## src/hdl/rdpd_pkg.sv

```systemverilog
// ============================================================================
// Rotary dial pulse decoder package
// Shared types, register indexes, frame codes and state encodings for the
// front classifier, the command queue and the frame emitter.
// ============================================================================
package rdpd_pkg;

  // Configuration register indexes.
  localparam logic [2:0] REG_CLOSED_THRESHOLD = 3'd0;
  localparam logic [2:0] REG_DEBOUNCE_MS      = 3'd1;
  localparam logic [2:0] REG_MIN_PULSE_MS     = 3'd2;
  localparam logic [2:0] REG_MAX_PULSE_MS     = 3'd3;
  localparam logic [2:0] REG_DIGIT_PAUSE_MS   = 3'd4;
  localparam logic [2:0] REG_SEND_TIMEOUT_MS  = 3'd5;

  // Register reset values.
  localparam logic [9:0]  RST_CLOSED_THRESHOLD = 10'd250;
  localparam logic [15:0] RST_DEBOUNCE_MS      = 16'd25;
  localparam logic [15:0] RST_MIN_PULSE_MS     = 16'd20;
  localparam logic [15:0] RST_MAX_PULSE_MS     = 16'd90;
  localparam logic [15:0] RST_DIGIT_PAUSE_MS   = 16'd600;
  localparam logic [15:0] RST_SEND_TIMEOUT_MS  = 16'd2500;

  // Filter and pulse constants.
  localparam logic [9:0] LEVEL_RESET = 10'd1023;
  localparam logic [3:0] PULSE_MAX   = 4'd15;
  localparam logic [3:0] PULSE_WRAP  = 4'd10;

  // Frame bytes.
  localparam logic [7:0] FRAME_START = 8'h02;
  localparam logic [7:0] FRAME_END   = 8'h03;
  localparam logic [7:0] ASCII_ZERO  = 8'h30;

  // Depth of the queue between the front and the back.
  localparam int QDEPTH = 2;

  typedef struct packed {
    logic [9:0]  closed_threshold;
    logic [15:0] debounce_ms;
    logic [15:0] min_pulse_ms;
    logic [15:0] max_pulse_ms;
    logic [15:0] digit_pause_ms;
    logic [15:0] send_timeout_ms;
  } cfg_t;

  // One command from the front: either a finished digit or a send request.
  typedef struct packed {
    logic       is_send;
    logic [3:0] digit;
  } q_entry_t;

  typedef enum logic [2:0] {
    F_IDLE,
    F_FILT,
    F_EDGE,
    F_PAUSE,
    F_SEND
  } front_state_t;

  typedef enum logic [2:0] {
    B_IDLE,
    B_START,
    B_READ,
    B_DIGIT,
    B_END
  } back_state_t;

endpackage

```

## src/hdl/rotary_dial_pulse_decoder_unit.sv

```systemverilog
// ============================================================================
// Rotary dial pulse decoder unit
// Decodes dial pulses from line samples, which it filters, and emits the dialed number
// as a byte frame: start byte, ASCII digits, end byte.
// ============================================================================
// The front takes one item at a time through accept, filter, edge, pause
// and send steps, each doing a short piece of the 32-bit time arithmetic,
// and holds off new items while busy and while the command queue is full.
// A frame starts when the idle back takes its send command from the queue;
// it gives one byte per cycle for the start and end bytes while the output
// register is free, and each digit waits on a registered read of the digit store.
// Reset (synchronous, rst_n low) restores registers, filter, timers, queue.
// ============================================================================
module rotary_dial_pulse_decoder_unit #(
  parameter int MAX_DIGITS = 16
) (
  input  logic        clk,
  input  logic        rst_n,
  // Sample items.
  input  logic        in_push,
  output logic        in_full,
  input  logic [9:0]  in_sample,
  input  logic [31:0] in_now_ms,
  // Frame byte items.
  output logic        out_empty,
  input  logic        out_pop,
  output logic [7:0]  out_byte,
  output logic        out_last,
  // Configuration writes.
  input  logic        cfg_valid,
  output logic        cfg_ready,
  input  logic [2:0]  cfg_index,
  input  logic [15:0] cfg_data
);

  // Configuration registers. Writes are always taken; an unknown index
  // is simply ignored.
  rdpd_pkg::cfg_t cfg_r, cfg_nxt;

  assign cfg_ready = 1'b1;

  always_comb begin
    cfg_nxt = cfg_r;
    if (cfg_valid) begin
      unique case (cfg_index)
        rdpd_pkg::REG_CLOSED_THRESHOLD: cfg_nxt.closed_threshold = cfg_data[9:0];
        rdpd_pkg::REG_DEBOUNCE_MS:      cfg_nxt.debounce_ms      = cfg_data;
        rdpd_pkg::REG_MIN_PULSE_MS:     cfg_nxt.min_pulse_ms     = cfg_data;
        rdpd_pkg::REG_MAX_PULSE_MS:     cfg_nxt.max_pulse_ms     = cfg_data;
        rdpd_pkg::REG_DIGIT_PAUSE_MS:   cfg_nxt.digit_pause_ms   = cfg_data;
        rdpd_pkg::REG_SEND_TIMEOUT_MS:  cfg_nxt.send_timeout_ms  = cfg_data;
        default: begin
        end
      endcase
    end
  end

  always_ff @(posedge clk) begin
    if (!rst_n) begin
      cfg_r.closed_threshold <= rdpd_pkg::RST_CLOSED_THRESHOLD;
      cfg_r.debounce_ms      <= rdpd_pkg::RST_DEBOUNCE_MS;
      cfg_r.min_pulse_ms     <= rdpd_pkg::RST_MIN_PULSE_MS;
      cfg_r.max_pulse_ms     <= rdpd_pkg::RST_MAX_PULSE_MS;
      cfg_r.digit_pause_ms   <= rdpd_pkg::RST_DIGIT_PAUSE_MS;
      cfg_r.send_timeout_ms  <= rdpd_pkg::RST_SEND_TIMEOUT_MS;
    end else begin
      cfg_r <= cfg_nxt;
    end
  end

  // The front issues at most one command per item: a digit, or a send
  // request. It only takes an item while the queue has a free slot, so the
  // command always finds room.
  logic               q_push;
  rdpd_pkg::q_entry_t q_wr;
  logic               q_pop;
  rdpd_pkg::q_entry_t q_head;
  logic               q_full;
  logic               q_empty;

  rdpd_front u_front (
    .clk       (clk),
    .rst_n     (rst_n),
    .in_push   (in_push),
    .in_full   (in_full),
    .in_sample (in_sample),
    .in_now_ms (in_now_ms),
    .cfg       (cfg_r),
    .q_full    (q_full),
    .q_push    (q_push),
    .q_data    (q_wr)
  );

  rdpd_queue u_queue (
    .clk     (clk),
    .rst_n   (rst_n),
    .push    (q_push),
    .wr_data (q_wr),
    .pop     (q_pop),
    .rd_data (q_head),
    .full    (q_full),
    .empty   (q_empty)
  );

  // The back owns the digit store and takes digits and send requests from the
  // queue strictly in the order in which the front issued them.
  rdpd_back #(
    .MAX_DIGITS (MAX_DIGITS)
  ) u_back (
    .clk       (clk),
    .rst_n     (rst_n),
    .q_head    (q_head),
    .q_empty   (q_empty),
    .q_pop     (q_pop),
    .out_empty (out_empty),
    .out_pop   (out_pop),
    .out_byte  (out_byte),
    .out_last  (out_last)
  );

`ifndef SYNTHESIS
  // A command is never pushed into a full queue.
  a_no_overflow: assert property (@(posedge clk) disable iff (!rst_n)
    q_push |-> !q_full)
    else $error("command pushed into full queue");

  // The back never pops an empty queue.
  a_no_underflow: assert property (@(posedge clk) disable iff (!rst_n)
    q_pop |-> !q_empty)
    else $error("command popped from empty queue");

  // An accepted item always has a free queue slot for its command.
  a_accept_room: assert property (@(posedge clk) disable iff (!rst_n)
    (in_push && !in_full) |-> !q_full)
    else $error("item accepted without queue room");

  // The frame end flag only ever marks the end byte.
  a_last_is_end: assert property (@(posedge clk) disable iff (!rst_n)
    (!out_empty && out_last) |-> (out_byte == rdpd_pkg::FRAME_END))
    else $error("last flag on a byte other than the end byte");
`endif

endmodule

```

## src/hdl/rdpd_front.sv

```systemverilog
// ============================================================================
// Rotary dial pulse decoder front
// Accepts line samples, filters them, debounces the contact, counts pulses
// and issues digit and send commands into the queue.
// ============================================================================
module rdpd_front (
  input  logic              clk,
  input  logic              rst_n,
  input  logic              in_push,
  output logic              in_full,
  input  logic [9:0]        in_sample,
  input  logic [31:0]       in_now_ms,
  input  rdpd_pkg::cfg_t    cfg,
  input  logic              q_full,
  output logic              q_push,
  output rdpd_pkg::q_entry_t q_data
);

  rdpd_pkg::front_state_t state_r, state_nxt;

  logic [9:0]  level_r, level_nxt;
  logic        closed_r, closed_nxt;
  logic [31:0] last_chg_r, last_chg_nxt;
  logic [31:0] close_time_r, close_time_nxt;
  logic [31:0] last_dig_r, last_dig_nxt;
  logic [3:0]  pulse_r, pulse_nxt;
  logic        pend_r, pend_nxt;
  logic [9:0]  sample_r;
  logic [31:0] now_r;

  logic        accept;
  logic [11:0] filt_sum;
  logic        closed_now;
  logic [31:0] phase;
  logic [31:0] width;
  logic [31:0] quiet;
  logic [31:0] since_dig;

  assign in_full   = (state_r != rdpd_pkg::F_IDLE) || q_full;
  assign accept    = in_push && !in_full;
  assign filt_sum  = 12'({level_r, 1'b0}) + 12'(level_r) + 12'(sample_r);
  assign closed_now = level_r < cfg.closed_threshold;
  assign phase     = now_r - last_chg_r;
  assign width     = now_r - close_time_r;
  assign quiet     = now_r - last_chg_r;
  assign since_dig = now_r - last_dig_r;

  // Next state.
  always_comb begin
    state_nxt = state_r;
    unique case (state_r)
      rdpd_pkg::F_IDLE:  if (accept) state_nxt = rdpd_pkg::F_FILT;
      rdpd_pkg::F_FILT:  state_nxt = rdpd_pkg::F_EDGE;
      rdpd_pkg::F_EDGE:  state_nxt = rdpd_pkg::F_PAUSE;
      rdpd_pkg::F_PAUSE: state_nxt = rdpd_pkg::F_SEND;
      rdpd_pkg::F_SEND:  state_nxt = rdpd_pkg::F_IDLE;
      default:           state_nxt = rdpd_pkg::F_IDLE;
    endcase
  end

  // Datapath and queue outputs.
  always_comb begin
    level_nxt      = level_r;
    closed_nxt     = closed_r;
    last_chg_nxt   = last_chg_r;
    close_time_nxt = close_time_r;
    last_dig_nxt   = last_dig_r;
    pulse_nxt      = pulse_r;
    pend_nxt       = pend_r;
    q_push         = 1'b0;
    q_data         = '0;
    unique case (state_r)
      rdpd_pkg::F_FILT: begin
        level_nxt = filt_sum[11:2];
      end
      rdpd_pkg::F_EDGE: begin
        if ((closed_now != closed_r) && (phase > 32'(cfg.debounce_ms))) begin
          if (closed_now) begin
            close_time_nxt = now_r;
            pend_nxt       = 1'b0;
          end else if ((width >= 32'(cfg.min_pulse_ms)) &&
                       (width <= 32'(cfg.max_pulse_ms)) &&
                       (pulse_r < rdpd_pkg::PULSE_MAX)) begin
            pulse_nxt = pulse_r + 4'd1;
          end
          last_chg_nxt = now_r;
          closed_nxt   = closed_now;
        end
      end
      rdpd_pkg::F_PAUSE: begin
        if ((pulse_r != 4'd0) && (quiet > 32'(cfg.digit_pause_ms))) begin
          q_push         = 1'b1;
          q_data.is_send = 1'b0;
          q_data.digit   = (pulse_r >= rdpd_pkg::PULSE_WRAP) ? 4'd0 : pulse_r;
          last_dig_nxt   = now_r;
          pend_nxt       = 1'b1;
          pulse_nxt      = 4'd0;
        end
      end
      rdpd_pkg::F_SEND: begin
        if (pend_r && (since_dig > 32'(cfg.send_timeout_ms))) begin
          q_push         = 1'b1;
          q_data.is_send = 1'b1;
          pend_nxt       = 1'b0;
        end
      end
      default: begin
      end
    endcase
  end

  always_ff @(posedge clk) begin
    if (!rst_n) begin
      state_r      <= rdpd_pkg::F_IDLE;
      level_r      <= rdpd_pkg::LEVEL_RESET;
      closed_r     <= 1'b0;
      last_chg_r   <= '0;
      close_time_r <= '0;
      last_dig_r   <= '0;
      pulse_r      <= '0;
      pend_r       <= 1'b0;
    end else begin
      state_r      <= state_nxt;
      level_r      <= level_nxt;
      closed_r     <= closed_nxt;
      last_chg_r   <= last_chg_nxt;
      close_time_r <= close_time_nxt;
      last_dig_r   <= last_dig_nxt;
      pulse_r      <= pulse_nxt;
      pend_r       <= pend_nxt;
    end
  end

  always_ff @(posedge clk) begin
    if (accept) begin
      sample_r <= in_sample;
      now_r    <= in_now_ms;
    end
  end

endmodule

```

## src/hdl/rdpd_queue.sv

```systemverilog
// ============================================================================
// Rotary dial pulse decoder command queue
// A short first-in first-out buffer of commands between front and back.
// ============================================================================
module rdpd_queue (
  input  logic               clk,
  input  logic               rst_n,
  input  logic               push,
  input  rdpd_pkg::q_entry_t wr_data,
  input  logic               pop,
  output rdpd_pkg::q_entry_t rd_data,
  output logic               full,
  output logic               empty
);

  localparam int PTR_W = (rdpd_pkg::QDEPTH > 1) ? $clog2(rdpd_pkg::QDEPTH) : 1;
  localparam int CNT_W = $clog2(rdpd_pkg::QDEPTH + 1);

  rdpd_pkg::q_entry_t slots_r [rdpd_pkg::QDEPTH];
  logic [PTR_W-1:0] wr_ptr_r, wr_ptr_nxt;
  logic [PTR_W-1:0] rd_ptr_r, rd_ptr_nxt;
  logic [CNT_W-1:0] cnt_r, cnt_nxt;
  logic             do_push;
  logic             do_pop;

  assign full    = (cnt_r == CNT_W'(rdpd_pkg::QDEPTH));
  assign empty   = (cnt_r == '0);
  assign do_push = push && !full;
  assign do_pop  = pop && !empty;
  assign rd_data = slots_r[rd_ptr_r];

  always_comb begin
    wr_ptr_nxt = wr_ptr_r;
    rd_ptr_nxt = rd_ptr_r;
    cnt_nxt    = cnt_r;
    if (do_push) begin
      wr_ptr_nxt = (wr_ptr_r == PTR_W'(rdpd_pkg::QDEPTH - 1)) ? '0 : wr_ptr_r + PTR_W'(1);
    end
    if (do_pop) begin
      rd_ptr_nxt = (rd_ptr_r == PTR_W'(rdpd_pkg::QDEPTH - 1)) ? '0 : rd_ptr_r + PTR_W'(1);
    end
    if (do_push && !do_pop) begin
      cnt_nxt = cnt_r + CNT_W'(1);
    end else if (do_pop && !do_push) begin
      cnt_nxt = cnt_r - CNT_W'(1);
    end
  end

  always_ff @(posedge clk) begin
    if (!rst_n) begin
      wr_ptr_r <= '0;
      rd_ptr_r <= '0;
      cnt_r    <= '0;
    end else begin
      wr_ptr_r <= wr_ptr_nxt;
      rd_ptr_r <= rd_ptr_nxt;
      cnt_r    <= cnt_nxt;
    end
  end

  always_ff @(posedge clk) begin
    if (do_push) begin
      slots_r[wr_ptr_r] <= wr_data;
    end
  end

endmodule

```

## src/hdl/rdpd_back.sv

```systemverilog
// ============================================================================
// Rotary dial pulse decoder back
// Stores digits from the queue and, on a send command, plays out the frame
// through a one-entry output register.
// ============================================================================
module rdpd_back #(
  parameter int MAX_DIGITS = 16
) (
  input  logic               clk,
  input  logic               rst_n,
  input  rdpd_pkg::q_entry_t q_head,
  input  logic               q_empty,
  output logic               q_pop,
  output logic               out_empty,
  input  logic               out_pop,
  output logic [7:0]         out_byte,
  output logic               out_last
);

  localparam int IDX_W = (MAX_DIGITS > 1) ? $clog2(MAX_DIGITS) : 1;
  localparam int CNT_W = $clog2(MAX_DIGITS + 1);

  rdpd_pkg::back_state_t state_r, state_nxt;

  logic [3:0]       mem [MAX_DIGITS];
  logic [3:0]       rd_data_r;
  logic [CNT_W-1:0] dcnt_r, dcnt_nxt;
  logic [IDX_W-1:0] idx_r, idx_nxt;
  logic [CNT_W-1:0] cnt_m1;
  logic             out_valid_r, out_valid_nxt;
  logic [7:0]       out_byte_r;
  logic             out_last_r;

  logic             slot_free;
  logic             wr_en;
  logic             load;
  logic [7:0]       load_byte;
  logic             load_last;

  assign slot_free = !out_valid_r || out_pop;
  assign cnt_m1    = dcnt_r - CNT_W'(1);
  assign out_empty = !out_valid_r;
  assign out_byte  = out_byte_r;
  assign out_last  = out_last_r;

  // Next state.
  always_comb begin
    state_nxt = state_r;
    unique case (state_r)
      rdpd_pkg::B_IDLE: begin
        if (!q_empty && q_head.is_send) state_nxt = rdpd_pkg::B_START;
      end
      rdpd_pkg::B_START: begin
        if (slot_free) begin
          state_nxt = (dcnt_r == '0) ? rdpd_pkg::B_END : rdpd_pkg::B_READ;
        end
      end
      rdpd_pkg::B_READ: state_nxt = rdpd_pkg::B_DIGIT;
      rdpd_pkg::B_DIGIT: begin
        if (slot_free) begin
          state_nxt = (idx_r == cnt_m1[IDX_W-1:0]) ? rdpd_pkg::B_END : rdpd_pkg::B_READ;
        end
      end
      rdpd_pkg::B_END: begin
        if (slot_free) state_nxt = rdpd_pkg::B_IDLE;
      end
      default: state_nxt = rdpd_pkg::B_IDLE;
    endcase
  end

  // Outputs and counters.
  always_comb begin
    q_pop     = 1'b0;
    wr_en     = 1'b0;
    load      = 1'b0;
    load_byte = rdpd_pkg::FRAME_START;
    load_last = 1'b0;
    dcnt_nxt  = dcnt_r;
    idx_nxt   = idx_r;
    unique case (state_r)
      rdpd_pkg::B_IDLE: begin
        q_pop = !q_empty;
        if (!q_empty && !q_head.is_send && (dcnt_r < CNT_W'(MAX_DIGITS))) begin
          wr_en    = 1'b1;
          dcnt_nxt = dcnt_r + CNT_W'(1);
        end
      end
      rdpd_pkg::B_START: begin
        if (slot_free) begin
          load      = 1'b1;
          load_byte = rdpd_pkg::FRAME_START;
          idx_nxt   = '0;
        end
      end
      rdpd_pkg::B_READ: begin
      end
      rdpd_pkg::B_DIGIT: begin
        if (slot_free) begin
          load      = 1'b1;
          load_byte = rdpd_pkg::ASCII_ZERO + 8'(rd_data_r);
          idx_nxt   = idx_r + IDX_W'(1);
        end
      end
      rdpd_pkg::B_END: begin
        if (slot_free) begin
          load      = 1'b1;
          load_byte = rdpd_pkg::FRAME_END;
          load_last = 1'b1;
          dcnt_nxt  = '0;
        end
      end
      default: begin
      end
    endcase
  end

  assign out_valid_nxt = load || (out_valid_r && !out_pop);

  always_ff @(posedge clk) begin
    if (!rst_n) begin
      state_r     <= rdpd_pkg::B_IDLE;
      dcnt_r      <= '0;
      idx_r       <= '0;
      out_valid_r <= 1'b0;
    end else begin
      state_r     <= state_nxt;
      dcnt_r      <= dcnt_nxt;
      idx_r       <= idx_nxt;
      out_valid_r <= out_valid_nxt;
    end
  end

  always_ff @(posedge clk) begin
    if (load) begin
      out_byte_r <= load_byte;
      out_last_r <= load_last;
    end
  end

  // Digit store: one write port, one registered read port.
  always_ff @(posedge clk) begin
    if (wr_en) begin
      mem[dcnt_r[IDX_W-1:0]] <= q_head.digit;
    end
    rd_data_r <= mem[idx_r];
  end

endmodule
```

## config.mk

```make
export PLATFORM = sky130hd
export DESIGN_NAME = rotary_dial_pulse_decoder_unit
export DESIGN_NICKNAME = d
export VERILOG_FILES = /design/src/hdl/rdpd_pkg.sv /design/src/hdl/rotary_dial_pulse_decoder_unit.sv /design/src/hdl/rdpd_front.sv /design/src/hdl/rdpd_queue.sv /design/src/hdl/rdpd_back.sv
export SDC_FILE = /design/constraint.sdc
export NUM_CORES = 1
export LEC_CHECK = 0
export BUFFER_PORTS_ARGS = -buffer_cell sky130_fd_sc_hd__buf_2
export CORE_MARGIN = 5
export CORE_UTILIZATION = 57
export CTS_CLUSTER_SIZE = 24
export DETAILED_ROUTE_END_ITERATION = 10
export GPL_TIMING_DRIVEN = 1
export PLACE_DENSITY_LB_ADDON = 0.1
export SYNTH_ARGS = -nofsm -noshare
export SYNTH_HDL_FRONTEND = slang
export SYNTH_SLANG_ARGS = --single-unit
export TNS_END_PERCENT = 30
```

## constraint.sdc

```tcl
create_clock -name clk -period 4.35 [get_ports clk]
set_input_delay 0.435 -clock clk [delete_from_list [all_inputs] [get_ports clk]]
set_output_delay 0.435 -clock clk [all_outputs]
set_load 0.005 [all_outputs]
```

* Yosys cells after proc, flatten, opt, wreduce, memory -nomap -nowiden
Memory sizes are Yosys's and may differ from the RTL's. A register that Yosys moved wholly into a read port is not among the register bits. Cells that the tools add are included.
Storage, ports and cells: memories kept 2, RAM bits 74, input port bits 66, logic and storage cells 180, output and inout port bits 12, flip-flop bits (word level) 273
Memories:
- u_back.mem | words 16, width 4, read ports 1, clocked after Yosys merged registers in 1, write ports 1, line rdpd_back.sv:25 | logic [3:0] mem [MAX_DIGITS];
- u_queue.slots_r | words 2, width 5, read ports 1, clocked after Yosys merged registers in 1, write ports 1, line rdpd_queue.sv:19 | rdpd_pkg::q_entry_t slots_r [rdpd_pkg::QDEPTH];
Operators by class: reduce and logical (&&, ||, !) cells 52, magnitude comparators 9, $add $sub $neg 14, equality and inequality tests 28, muxes and demuxes 50
Operators by type and width (count):
- $gt 32x16->1 | 3
- $sub 32x32->32 | 3
- $mux 4 | 9
- $ge 32x16->1 | 1
- $le 32x16->1 | 1
- $ne 2x1->1 const B | 11
- $mux 3 | 7
- $mux 1 | 20
- $eq 3x2->1 const B | 6
- $pmux 4 s2 | 2
- $pmux 8 s2 | 1
- $reduce_and 2->1 | 8
- $pmux 3 s5 | 1
- $logic_and 1x1->1 | 14
- $add 11x10->12 | 1
- $add 12x10->12 | 1
- $eq 3x3->1 const B | 4
- $pmux 3 s4 | 1
- $lt 10x10->1 | 1
- $mux 5 | 2
- $pmux 5 s2 | 1
- $reduce_and 5->1 | 2
- $eq 3x1->1 const B | 3
- $logic_not 3->1 | 3
- 28 further kinds | 47

* Depth between registers and ports, before layout
Gate-level depths: netlist of run 1.
depth after elaboration 10, depth in mapped cells 25, gate-level depth less buffers 25

* By module
From an unflattened synthesis of run 1, not the netlist that was laid out.
Second synthesis, totals: cell total of the unflattened synthesis 2443, area total of the unflattened synthesis 22376.5 um^2
Modules (own cells, without submodules):
- rdpd_front | cells an instance 1825, instances 1, area each 14635.3 um^2, seq. area each 3563.4 um^2
- rdpd_back | cells an instance 247, instances 1, area each 3722.3 um^2, seq. area each 2442.3 um^2
- rotary_dial_pulse_decoder_unit | cells an instance 330, instances 1, area each 3434.5 um^2, seq. area each 1801.7 um^2
- rdpd_queue | cells an instance 41, instances 1, area each 584.3 um^2, seq. area each 400.4 um^2

* Worst setup path after synthesis of run 1
No wires, ideal clock.
kind flip-flop to flip-flop, from register u_front.now_r[4], to register u_queue.cnt_r[1], arrival 4662 ps, period minus slack after synthesis 4733 ps, required time 4280 ps, path buffers 0, library setup time 70 ps, slack -383 ps, cell stages (with the launch flop) 24, cells stage by stage edfxtp_1 > ha_1 > a21o_1 > a31o_2 > or2_2 > and3_1 > nor2b_1 > o21bai_1 > a21oi_1 > xnor2_1 > ha_1 > a21o_1 > a21o_1 > a21oi_1 > o21ai_0 > o22ai_1 > nand2_1 > nand4b_1 > o311a_1 > nor2_1 > inv_1 > ha_1 > or3_1 > a21oi_1
On the way: cells in the longest elaborated chain, start to end 9, elaborated cells between the ends (all ways) 15, classes of those cells add/sub: 2; order compare: 2; mux: 4; reduce/logical: 7
RTL lines:
- start: declaration | line rdpd_front.sv:29 | logic [31:0] now_r;
- start signal: assignment | line rdpd_front.sv:137 | now_r <= in_now_ms;
- $sub 32x32->32 (on tied branches) | line rdpd_front.sv:46, rdpd_front.sv:45
- $gt 32x16->1 (on tied branches) | line rdpd_front.sv:101, rdpd_front.sv:91
- $logic_and 1x1->1 (on tied branches) | line rdpd_front.sv:101, rdpd_front.sv:91
- $mux 1 (on tied branches) | line rdpd_front.sv:101, rdpd_front.sv:91
- $pmux 1 s2 * | line rdpd_front.sv:72 | unique case (state_r)
- $logic_and 1x1->1 * | line rdpd_queue.sv:28 | assign do_push = push && !full;
- via u_queue.do_push | line rdpd_queue.sv:23 | logic do_push;
- $logic_not 1->1 | line rdpd_queue.sv:44 | end else if (do_pop && !do_push) begin
- $logic_and 1x1->1 | line rdpd_queue.sv:44
- $reduce_bool 2->1 (no source line)
- end signal: assignment | line rdpd_queue.sv:57 | cnt_r <= cnt_nxt;
- end: declaration | line rdpd_queue.sv:22 | logic [CNT_W-1:0] cnt_r, cnt_nxt;
The timed path passes the listed nets; every way through them passes the cells marked *. A chain may end at the register's enable or synchronous reset.

* Worst setup path in the final report of run 1
from register u_front.now_r[1], to register u_front.pulse_r[0]
On the way: cells in the longest elaborated chain, start to end 6, elaborated cells between the ends (all ways) 14, classes of those cells add/sub: 2; order compare: 4; eq/ne: 3; reduce/logical: 5
RTL lines:
- $sub 32x32->32 | line rdpd_front.sv:44 | assign width = now_r - close_time_r;
- $ge 32x16->1 or $le 32x16->1 (tied branches) | line rdpd_front.sv:81, rdpd_front.sv:82
- $logic_and 1x1->1 | line rdpd_front.sv:81 | end else if ((width >= 32'(cfg.min_pulse_ms)) &&
- $logic_and 1x1->1 | line rdpd_front.sv:82 | (width <= 32'(cfg.max_pulse_ms)) &&
- $ne 2x1->1 (no source line)
- $reduce_and 5->1 (no source line) *
- end signal: assignment | line rdpd_front.sv:129 | pulse_r <= pulse_nxt;
- end: declaration | line rdpd_front.sv:26 | logic [3:0] pulse_r, pulse_nxt;
Every way passes the cells marked *; elsewhere a longest branch is shown, timed or not.

==> results of run 1 <==
-- stage by stage --
step,cells,power [mW]
after floorplan,2495,8.474
after global placement,3274,11.04
after detailed placement,3274,11.24
after CTS,3373,14.92
after global routing,3379,16.29
final,3380,15.30
-- layout by cell type, fill, tap and decap left out, types with 46 or more instances in the layout --
| cell type | netlist | layout |
|---|---|---|
| sky130_fd_sc_hd__edfxtp_1 | 122 | 122 |
| sky130_fd_sc_hd__inv_1 | 214 | 209 |
| sky130_fd_sc_hd__clkbuf_16 | 0 | 46 |
| sky130_fd_sc_hd__nand2_1 | 359 | 355 |
| sky130_fd_sc_hd__mux2i_1 | 101 | 101 |
| sky130_fd_sc_hd__o211ai_1 | 50 | 50 |
| sky130_fd_sc_hd__a21oi_1 | 215 | 196 |
| sky130_fd_sc_hd__buf_2 | 13 | 73 |
| sky130_fd_sc_hd__o21ai_0 | 85 | 74 |
| sky130_fd_sc_hd__dfxtp_1 | 227 | 227 |
| sky130_fd_sc_hd__buf_4 | 8 | 295 |
| sky130_fd_sc_hd__nor2_1 | 189 | 184 |
| sky130_fd_sc_hd__ha_1 | 200 | 183 |
-- worst max-delay path: stages, from the launching register on --
cell and delay, ns:
sky130_fd_sc_hd__edfxtp_1 0.41, sky130_fd_sc_hd__buf_6 0.16, sky130_fd_sc_hd__ha_4 0.25, sky130_fd_sc_hd__or2b_4 0.28, sky130_fd_sc_hd__a2111oi_4 0.38, sky130_fd_sc_hd__o21ai_1 0.13, sky130_fd_sc_hd__o211ai_1 0.19, sky130_fd_sc_hd__a41oi_2 0.20
sky130_fd_sc_hd__xnor2_2 0.18, sky130_fd_sc_hd__buf_4 0.16, sky130_fd_sc_hd__ha_4 0.25, sky130_fd_sc_hd__and4_1 0.20, sky130_fd_sc_hd__o211ai_1 0.09, sky130_fd_sc_hd__o31ai_1 0.31, sky130_fd_sc_hd__buf_4 0.20, sky130_fd_sc_hd__o2111ai_2 0.13
sky130_fd_sc_hd__nor4_2 0.14, sky130_fd_sc_hd__nand4_1 0.13, sky130_fd_sc_hd__or4_4 0.46, sky130_fd_sc_hd__a2111o_1 0.40, sky130_fd_sc_hd__o31ai_1 0.07
-- per-layer routing --
metal	GRT usage [%]	vias to the layer above	routed length (um)
li1	-	9531	-
met3	3.765	169	3557
met2	49.60	580	30730
met4	11.38	0	2494
met5	0	-	0
met1	37.69	9314	26910
-- repair_timing --
action,in CTS,in global routing
hold buffers,0,0
pin swaps,33,46
buffers inserted,19,7
setup endpoints to repair,115,125
cloned,4,3
gates resized for setup,55,91
-- sequential cells by signal, indices dropped and copies added, names as in the netlist, 2 cells and up, named ones only --
signal	flops
cfg_r	90
u_back.dcnt_r	5
u_back.idx_r	4
u_back.mem	64
u_back.out_byte	5
u_back.rd_data_r	4
u_back.state_r	3
u_front.close_time_r	32
u_front.last_chg_r	32
u_front.last_dig_r	32
u_front.level_r	10
u_front.now_r	32
u_front.pulse_r	4
u_front.sample_r	10
u_front.state_r	3
u_queue.cnt_r	2
u_queue.slots_r	10
-- layout make-up --
cell class / count / area [um2] / area share [%]
multi-input combinational: 1828 / 13270 / 48.62
sequential: 349 / 8208 / 30.08
inverter: 215 / 812.0 / 2.976
tap: 518 / 648.1 / 2.375
antenna: 1 / 2.502 / 0.009171
clock buffer: 58 / 1172 / 4.297
clock inverter: 18 / 163.9 / 0.6007
timing repair buffer: 393 / 3012 / 11.04
-- power groups by stage --
stage,clock network (mW),registers (mW),logic [mW]
finish,3.44,3.92,7.95
global route,3.63,3.95,8.70
CTS,3.50,3.92,7.50
detailed placement,0,3.98,7.26
global placement,0,3.98,7.07
floorplan,0,3.97,4.50
-- worst paths after layout --
| check | startpoint | endpoint | cells past startpoint |
|---|---|---|---|
| worst max-delay path | u_front.now_r[1]$_DFFE_PP_ | u_front.pulse_r[0]$_SDFFE_PN0P_ | 20 |
| worst min-delay path | in_now_ms[22] | u_front.now_r[22]$_DFFE_PP_ | 1 |
| worst max register to register | u_front.now_r[1]$_DFFE_PP_ | u_front.pulse_r[0]$_SDFFE_PN0P_ | 20 |
| worst min register to register | cfg_r[4]$_SDFFE_PN0P_ | cfg_r[4]$_SDFFE_PN0P_ | 2 |
-- kinds of logic (layout without fill, tap and decap cells) --
family                   count (synthesis)  after routing  synth area share [%]
AND/OR/NAND/NOR                        827            827                 17.17
AO/OA/AOI/OAI                          579            579                 16.91
buffers and inverters                  318            684                 6.012
adder cells (fa/ha/maj)                213            213                 12.54
flip-flops                             349            349                 37.24
XOR/XNOR                                77             77                 3.060
other                                    2              4               0.03408
multiplexers                           129            129                 7.040
==> reports/summary.log, run 1 <==
[logic_synthesis] main flop type after synthesis sky130_fd_sc_hd__dfxtp_1
[die] die area 42,700 um2
[logic_synthesis] number of distinct standard cells referenced by the synthesized netlist 95
[pwr] leakage power 11.08 nW
[global_routing] pin count of the biggest net entering global routing 88
[logic_synthesis] share of synthesized area occupied by flip-flops and latches 37.24%
[final_layout] Area growth syn-to-layout 23.81%
[clock_tree] clock tree from TritonCTS yes
[critical_path] startpoint type of the worst setup path register
[die] number of primary I/O pins 78
[die] die width 206.6 um
[global_routing] via count of the first global-routing pass 19,120
[detailed_routing] final routed wire length divided by cell count 18.84 um
[pwr] Clock Power Share 22.5%
[pwr] sequential cell fraction of total power 25.6%
[final_layout] Final #Nets 3,108
[global_routing] first-pass GRT wire length 99,280 um
[global_routing] global-route total usage across every layer 29.07%
[logic_synthesis] number of synthesized flops with an enable pin 122
[critical_path] kind of critical path register to register
[clock_tree] clock root buffer master sky130_fd_sc_hd__clkbuf_16
[final_layout] fraction of layout cells with a size suffix above 1 22.33%
[critical_path] r2r setup slk -0.46 ns
[placement] dpl hpwl 47,380 um
[logic_synthesis] leading post-synthesis cells by cell area sky130_fd_sc_hd__dfxtp_1, sky130_fd_sc_hd__edfxtp_1, sky130_fd_sc_hd__ha_1, sky130_fd_sc_hd__nand2_1, sky130_fd_sc_hd__a21oi_1
[placement] Cell Area, Placed 24,940 um2
[final_layout] utilization after layout 70.93%
[run_status] violated checks negative setup slack
[run_status] result of the run complete, but fails checks
[die] Initial Util 57.29%
[clock_tree] number of clock buffers inserted by TritonCTS 42
[detailed_routing] Vias 19,590
[timing] endpoints failing setup 57
[placement] last weighted congestion value of the routability-driven placer 0.9858
[logic_synthesis] share of flip-flops with an asynchronous set or reset 0%
[placement] IO buf count 74
[timing] final period utilization 110.6%
[timing] Pins Over Slew Limit 0
[logic_synthesis] number of flip-flops and latches in the synthesized netlist 349
[final_layout] finished layout cell area 27,290 um2
[die] Chip Height 206.6 um
[timing] shortest period the worst path allows 4.809 ns
[clock_tree] Clock Path Buffers 3
[critical_path] CP endpoint kind register
[pwr] net switching component of the power 5.955 mW
[timing] pin slew with the least headroom to its limit 1.266 ns
[logic_synthesis] biggest area consumer among synthesized cells sky130_fd_sc_hd__dfxtp_1
[detailed_routing] number of remaining DRC errors 0
[timing] timing-limited maximum frequency 207.9 MHz
[clock_tree] clock transition at the register clock pins on the worst setup and hold paths after CTS 0.06 ns
[logic_synthesis] Gate Count Post-Synth 2,494
[detailed_routing] ratio of routed vias to standard cells 5.797
[detailed_routing] Total Routed Length 63,690 um
[clock_tree] clock insertion delay at the later pin of the skew report 0.57 ns
[clock_tree] H-tree levels 2
[die] number of rows created at floorplan 72
[detailed_routing] initial detailed-routing violation count 1,253
[logic_synthesis] Yosys warning count 0
[global_routing] Remaining Overflow, GRT 0
[logic_synthesis] post-synth top area share 20.62%
[pwr] Pint 9.349 mW
[final_layout] FILL cells 3,063
[timing] tightest hold margin 0.03559 ns
[pwr] Peak VDD IR 0.0004253 V
[flow_run] Maximum Capacitance Violations 0
[die] area of the core 38,470 um2
[logic_synthesis] most instantiated cells after synthesis sky130_fd_sc_hd__nand2_1, sky130_fd_sc_hd__dfxtp_1, sky130_fd_sc_hd__a21oi_1, sky130_fd_sc_hd__inv_1, sky130_fd_sc_hd__ha_1
[critical_path] top fanout value on the critical path 5
[timing] unrepaired setup endpoints after global routing true
[timing] final worst slack -0.4589 ns
[pwr] fraction of power consumed by combinational cells 51.9%
[global_routing] initial antenna violation count 0
[timing] Clock Skew 0.01809 ns
[pwr] Cell Pwr Density 560.8 nW/um2
[detailed_routing] drt first pass iters 6
[placement] setup slack at placement -0.5382 ns
[min_path] HP Class input port to register
[logic_synthesis] Cell Area, Synth 22,040 um2
[logic_synthesis] mean post-synth cell area 8.837 um2
[timing] sum of negative setup slack -6.781 ns
[logic_synthesis] most used standard cell by instance count after synthesis sky130_fd_sc_hd__nand2_1
[pwr] Sw Share 38.91%
[critical_path] Worst Path Arrival 5.28 ns
[critical_path] required time reported for the critical path endpoint 4.82 ns
[detailed_routing] Final ANT Viol Nets 0
[timing] final hold vios 0
[clock_tree] CTS sink cnt 349
[timing] worst-case headroom to the max-slew limit 15.28%
(Power assumes the default switching activity.)
==> run 2, diff against run 1 <==
--- a/config.mk
+++ b/config.mk
@@ -6,7 +6,6 @@
 export NUM_CORES = 1
 export LEC_CHECK = 0
 export BUFFER_PORTS_ARGS = -buffer_cell sky130_fd_sc_hd__buf_2
-export CORE_MARGIN = 5
 export CORE_UTILIZATION = 57
 export CTS_CLUSTER_SIZE = 24
 export DETAILED_ROUTE_END_ITERATION = 10
==> reports/summary.log, run 2 (synthesis results as in run 1) <==
[pwr] Peak VDD IR 0.0006207 V
[critical_path] startpoint type of the worst setup path register
[final_layout] Area growth syn-to-layout 24.89%
[final_layout] register name with the most flops cfg_r
[pwr] Total Power Consumption 15.61 mW
[min_path] Hold Crit Depth 1
[final_layout] multi-input logic area 13,360 um2
[detailed_routing] Final ANT Viol Nets 0
[clock_tree] CTS sink cnt 349
[global_routing] initial antenna violation count 0
[global_routing] via count of the first global-routing pass 19,290
[die] area of the core 37,840 um2
[clock_tree] number of clock buffers inserted by TritonCTS 41
[timing] Pins Over Slew Limit 0
[global_routing] Remaining Overflow, GRT 0
[placement] total instance count after detailed placement 3,274
[global_routing] first-pass GRT wire length 99,950 um
[run_status] violated checks negative setup slack
[critical_path] required time reported for the critical path endpoint 4.83 ns
[timing] tightest hold margin 0.03716 ns
[detailed_routing] ratio of routed vias to standard cells 5.821
[critical_path] kind of critical path register to register
[timing] timing-limited maximum frequency 195.1 MHz
[detailed_routing] initial detailed-routing violation count 1,082
[detailed_routing] Vias 19,770
[timing] final worst slack -0.7762 ns
[clock_tree] clock root buffer master sky130_fd_sc_hd__clkbuf_16
[critical_path] CP endpoint kind register
[placement] dpl hpwl 47,520 um
[timing] endpoints failing setup 112
[die] number of rows created at floorplan 71
[final_layout] FILL cells 2,876
[final_layout] antenna diode count 0
[die] die area 39,450 um2
[critical_path] top fanout value on the critical path 6
[critical_path] length in cells of the worst reg-to-reg path 20
[final_layout] fraction of layout cells with a size suffix above 1 23.36%
[final_layout] number of flip-flops under the largest register name 90
[placement] last weighted congestion value of the routability-driven placer 0.9286
[timing] unrepaired setup endpoints after global routing true
[clock_tree] clock tree from TritonCTS yes
[detailed_routing] number of remaining DRC errors 0
[run_status] result of the run complete, but fails checks
[final_layout] Final #Nets 3,132
[final_layout] Reg area 8208 um2
[detailed_routing] Total Routed Length 65,460 um
[global_routing] global-route total usage across every layer 32.51%
[pwr] leakage power 11.21 nW
[die] Chip Height 198.6 um
[critical_path] Worst Path Arrival 5.60 ns
[die] Initial Util 58.24%
[detailed_routing] final routed wire length divided by cell count 19.28 um
[pwr] Cell Pwr Density 567.1 nW/um2
[clock_tree] Clock Path Buffers 3
[timing] final hold vios 0
[die] die width 198.6 um
[final_layout] count of placed standard cells in the final layout, fillers left out 3,396
[global_routing] pin count of the biggest net entering global routing 133
[final_layout] most used cells in the layout excluding fill and tap cells sky130_fd_sc_hd__nand2_1, sky130_fd_sc_hd__buf_4, sky130_fd_sc_hd__dfxtp_1
[die] number of primary I/O pins 78
[clock_tree] clock insertion delay at the later pin of the skew report 0.57 ns
[min_path] HP Class input port to register
[timing] final period utilization 117.8%
[placement] IO buf count 74
[detailed_routing] drt first pass iters 5
[timing] worst-case headroom to the max-slew limit 18.58%
[final_layout] most common library cell in the layout ignoring fill and taps sky130_fd_sc_hd__nand2_1
[flow_run] Maximum Capacitance Violations 0
[timing] pin slew with the least headroom to its limit 1.217 ns
[timing] Clock Skew 0.01749 ns
[timing] shortest period the worst path allows 5.126 ns
[clock_tree] clock transition at the register clock pins on the worst setup and hold paths after CTS 0.06 ns
[clock_tree] H-tree levels 2
run 2: changes by cell type in the layout (fill, tap and decap cells not counted), moves of 4 or more:
cell	delta
sky130_fd_sc_hd__ha_4	+4
sky130_fd_sc_hd__buf_6	+7
sky130_fd_sc_hd__clkbuf_16	-4
sky130_fd_sc_hd__clkbuf_1	-7
sky130_fd_sc_hd__buf_4	+21
run 2: worst paths after layout:
kind | from | endpoint | slack (ns)
setup / recovery | u_front.now_r[1]$_DFFE_PP_ | u_front.pulse_r[0]$_SDFFE_PN0P_ | -0.78
hold / removal | in_now_ms[3] | u_front.now_r[3]$_DFFE_PP_ | 0.04
setup reg to reg | u_front.now_r[1]$_DFFE_PP_ | u_front.pulse_r[0]$_SDFFE_PN0P_ | -0.78
hold reg to reg | cfg_r[82]$_SDFFE_PN0P_ | cfg_r[82]$_SDFFE_PN0P_ | 0.45
run 2: area by class of cell:
| cell class | instances | share of cell area (%) |
|---|---|---|
| well taps | 511 | 2.323 |
| inverters | 215 | 2.950 |
| clock inverters | 23 | 0.6182 |
| repair buffers | 418 | 11.63 |
| flip-flops and latches | 349 | 29.82 |
| clock buffers | 52 | 4.132 |
| multi-input cells | 1828 | 48.53 |
run 2: critical path, cell delays in order (launching register included):
cell	delay (ns)
sky130_fd_sc_hd__edfxtp_1	0.42
sky130_fd_sc_hd__buf_6	0.17
sky130_fd_sc_hd__ha_4	0.25
sky130_fd_sc_hd__or2b_4	0.28
sky130_fd_sc_hd__a2111oi_4	0.45
sky130_fd_sc_hd__o21ai_1	0.10
sky130_fd_sc_hd__o211ai_1	0.17
sky130_fd_sc_hd__buf_4	0.19
sky130_fd_sc_hd__xor2_2	0.06
sky130_fd_sc_hd__ha_1	0.31
sky130_fd_sc_hd__nand4_1	0.15
sky130_fd_sc_hd__nor4_2	0.37
sky130_fd_sc_hd__or3_4	0.21
sky130_fd_sc_hd__a21oi_4	0.04
sky130_fd_sc_hd__nor4_2	0.28
sky130_fd_sc_hd__o2111ai_1	0.20
sky130_fd_sc_hd__nor4_1	0.29
sky130_fd_sc_hd__nand4_1	0.16
sky130_fd_sc_hd__or4_4	0.45
sky130_fd_sc_hd__a2111o_1	0.40
sky130_fd_sc_hd__o31ai_1	0.07
run 2: metrics by stage:
stage               setup slack [ns]  setup TNS [ns]  instance area (um2)  util [%]
finish                       -0.7762          -11.26                27520     72.73
global route                 -0.7879          -27.55                27520     72.73
CTS                          -0.4479          -3.046                26920     71.12
detailed placement           -0.5660          -25.89                24960     65.94
global placement             -0.4797          -13.01                24960     65.94
floorplan                   -0.07400         -0.1437                22140         -
run 2: power breakdown:
group	switching, mW	internal, mW
logic	4.46	3.86
registers	0.244	3.69
clock network	1.43	1.93
run 2: metal layers:
| layer | vias up | track usage (%) | share of wire [%] |
|---|---|---|---|
| met2 | 633 | 56.95 | 49 |
| met3 | 201 | 4.290 | 5.3 |
| met4 | 0 | 15.41 | 4.8 |
| met1 | 9364 | 39.32 | 41 |
| li1 | 9569 | - | - |
| met5 | - | 0 | 0 |
run 2: repair_timing:
action,in CTS,in global routing
hold endpoints to repair,0,0
setup endpoints to repair,123,125
hold buffers,0,0
pin swaps,49,71
gates cloned,4,1
setup buffers,32,15
gates resized for setup,72,88
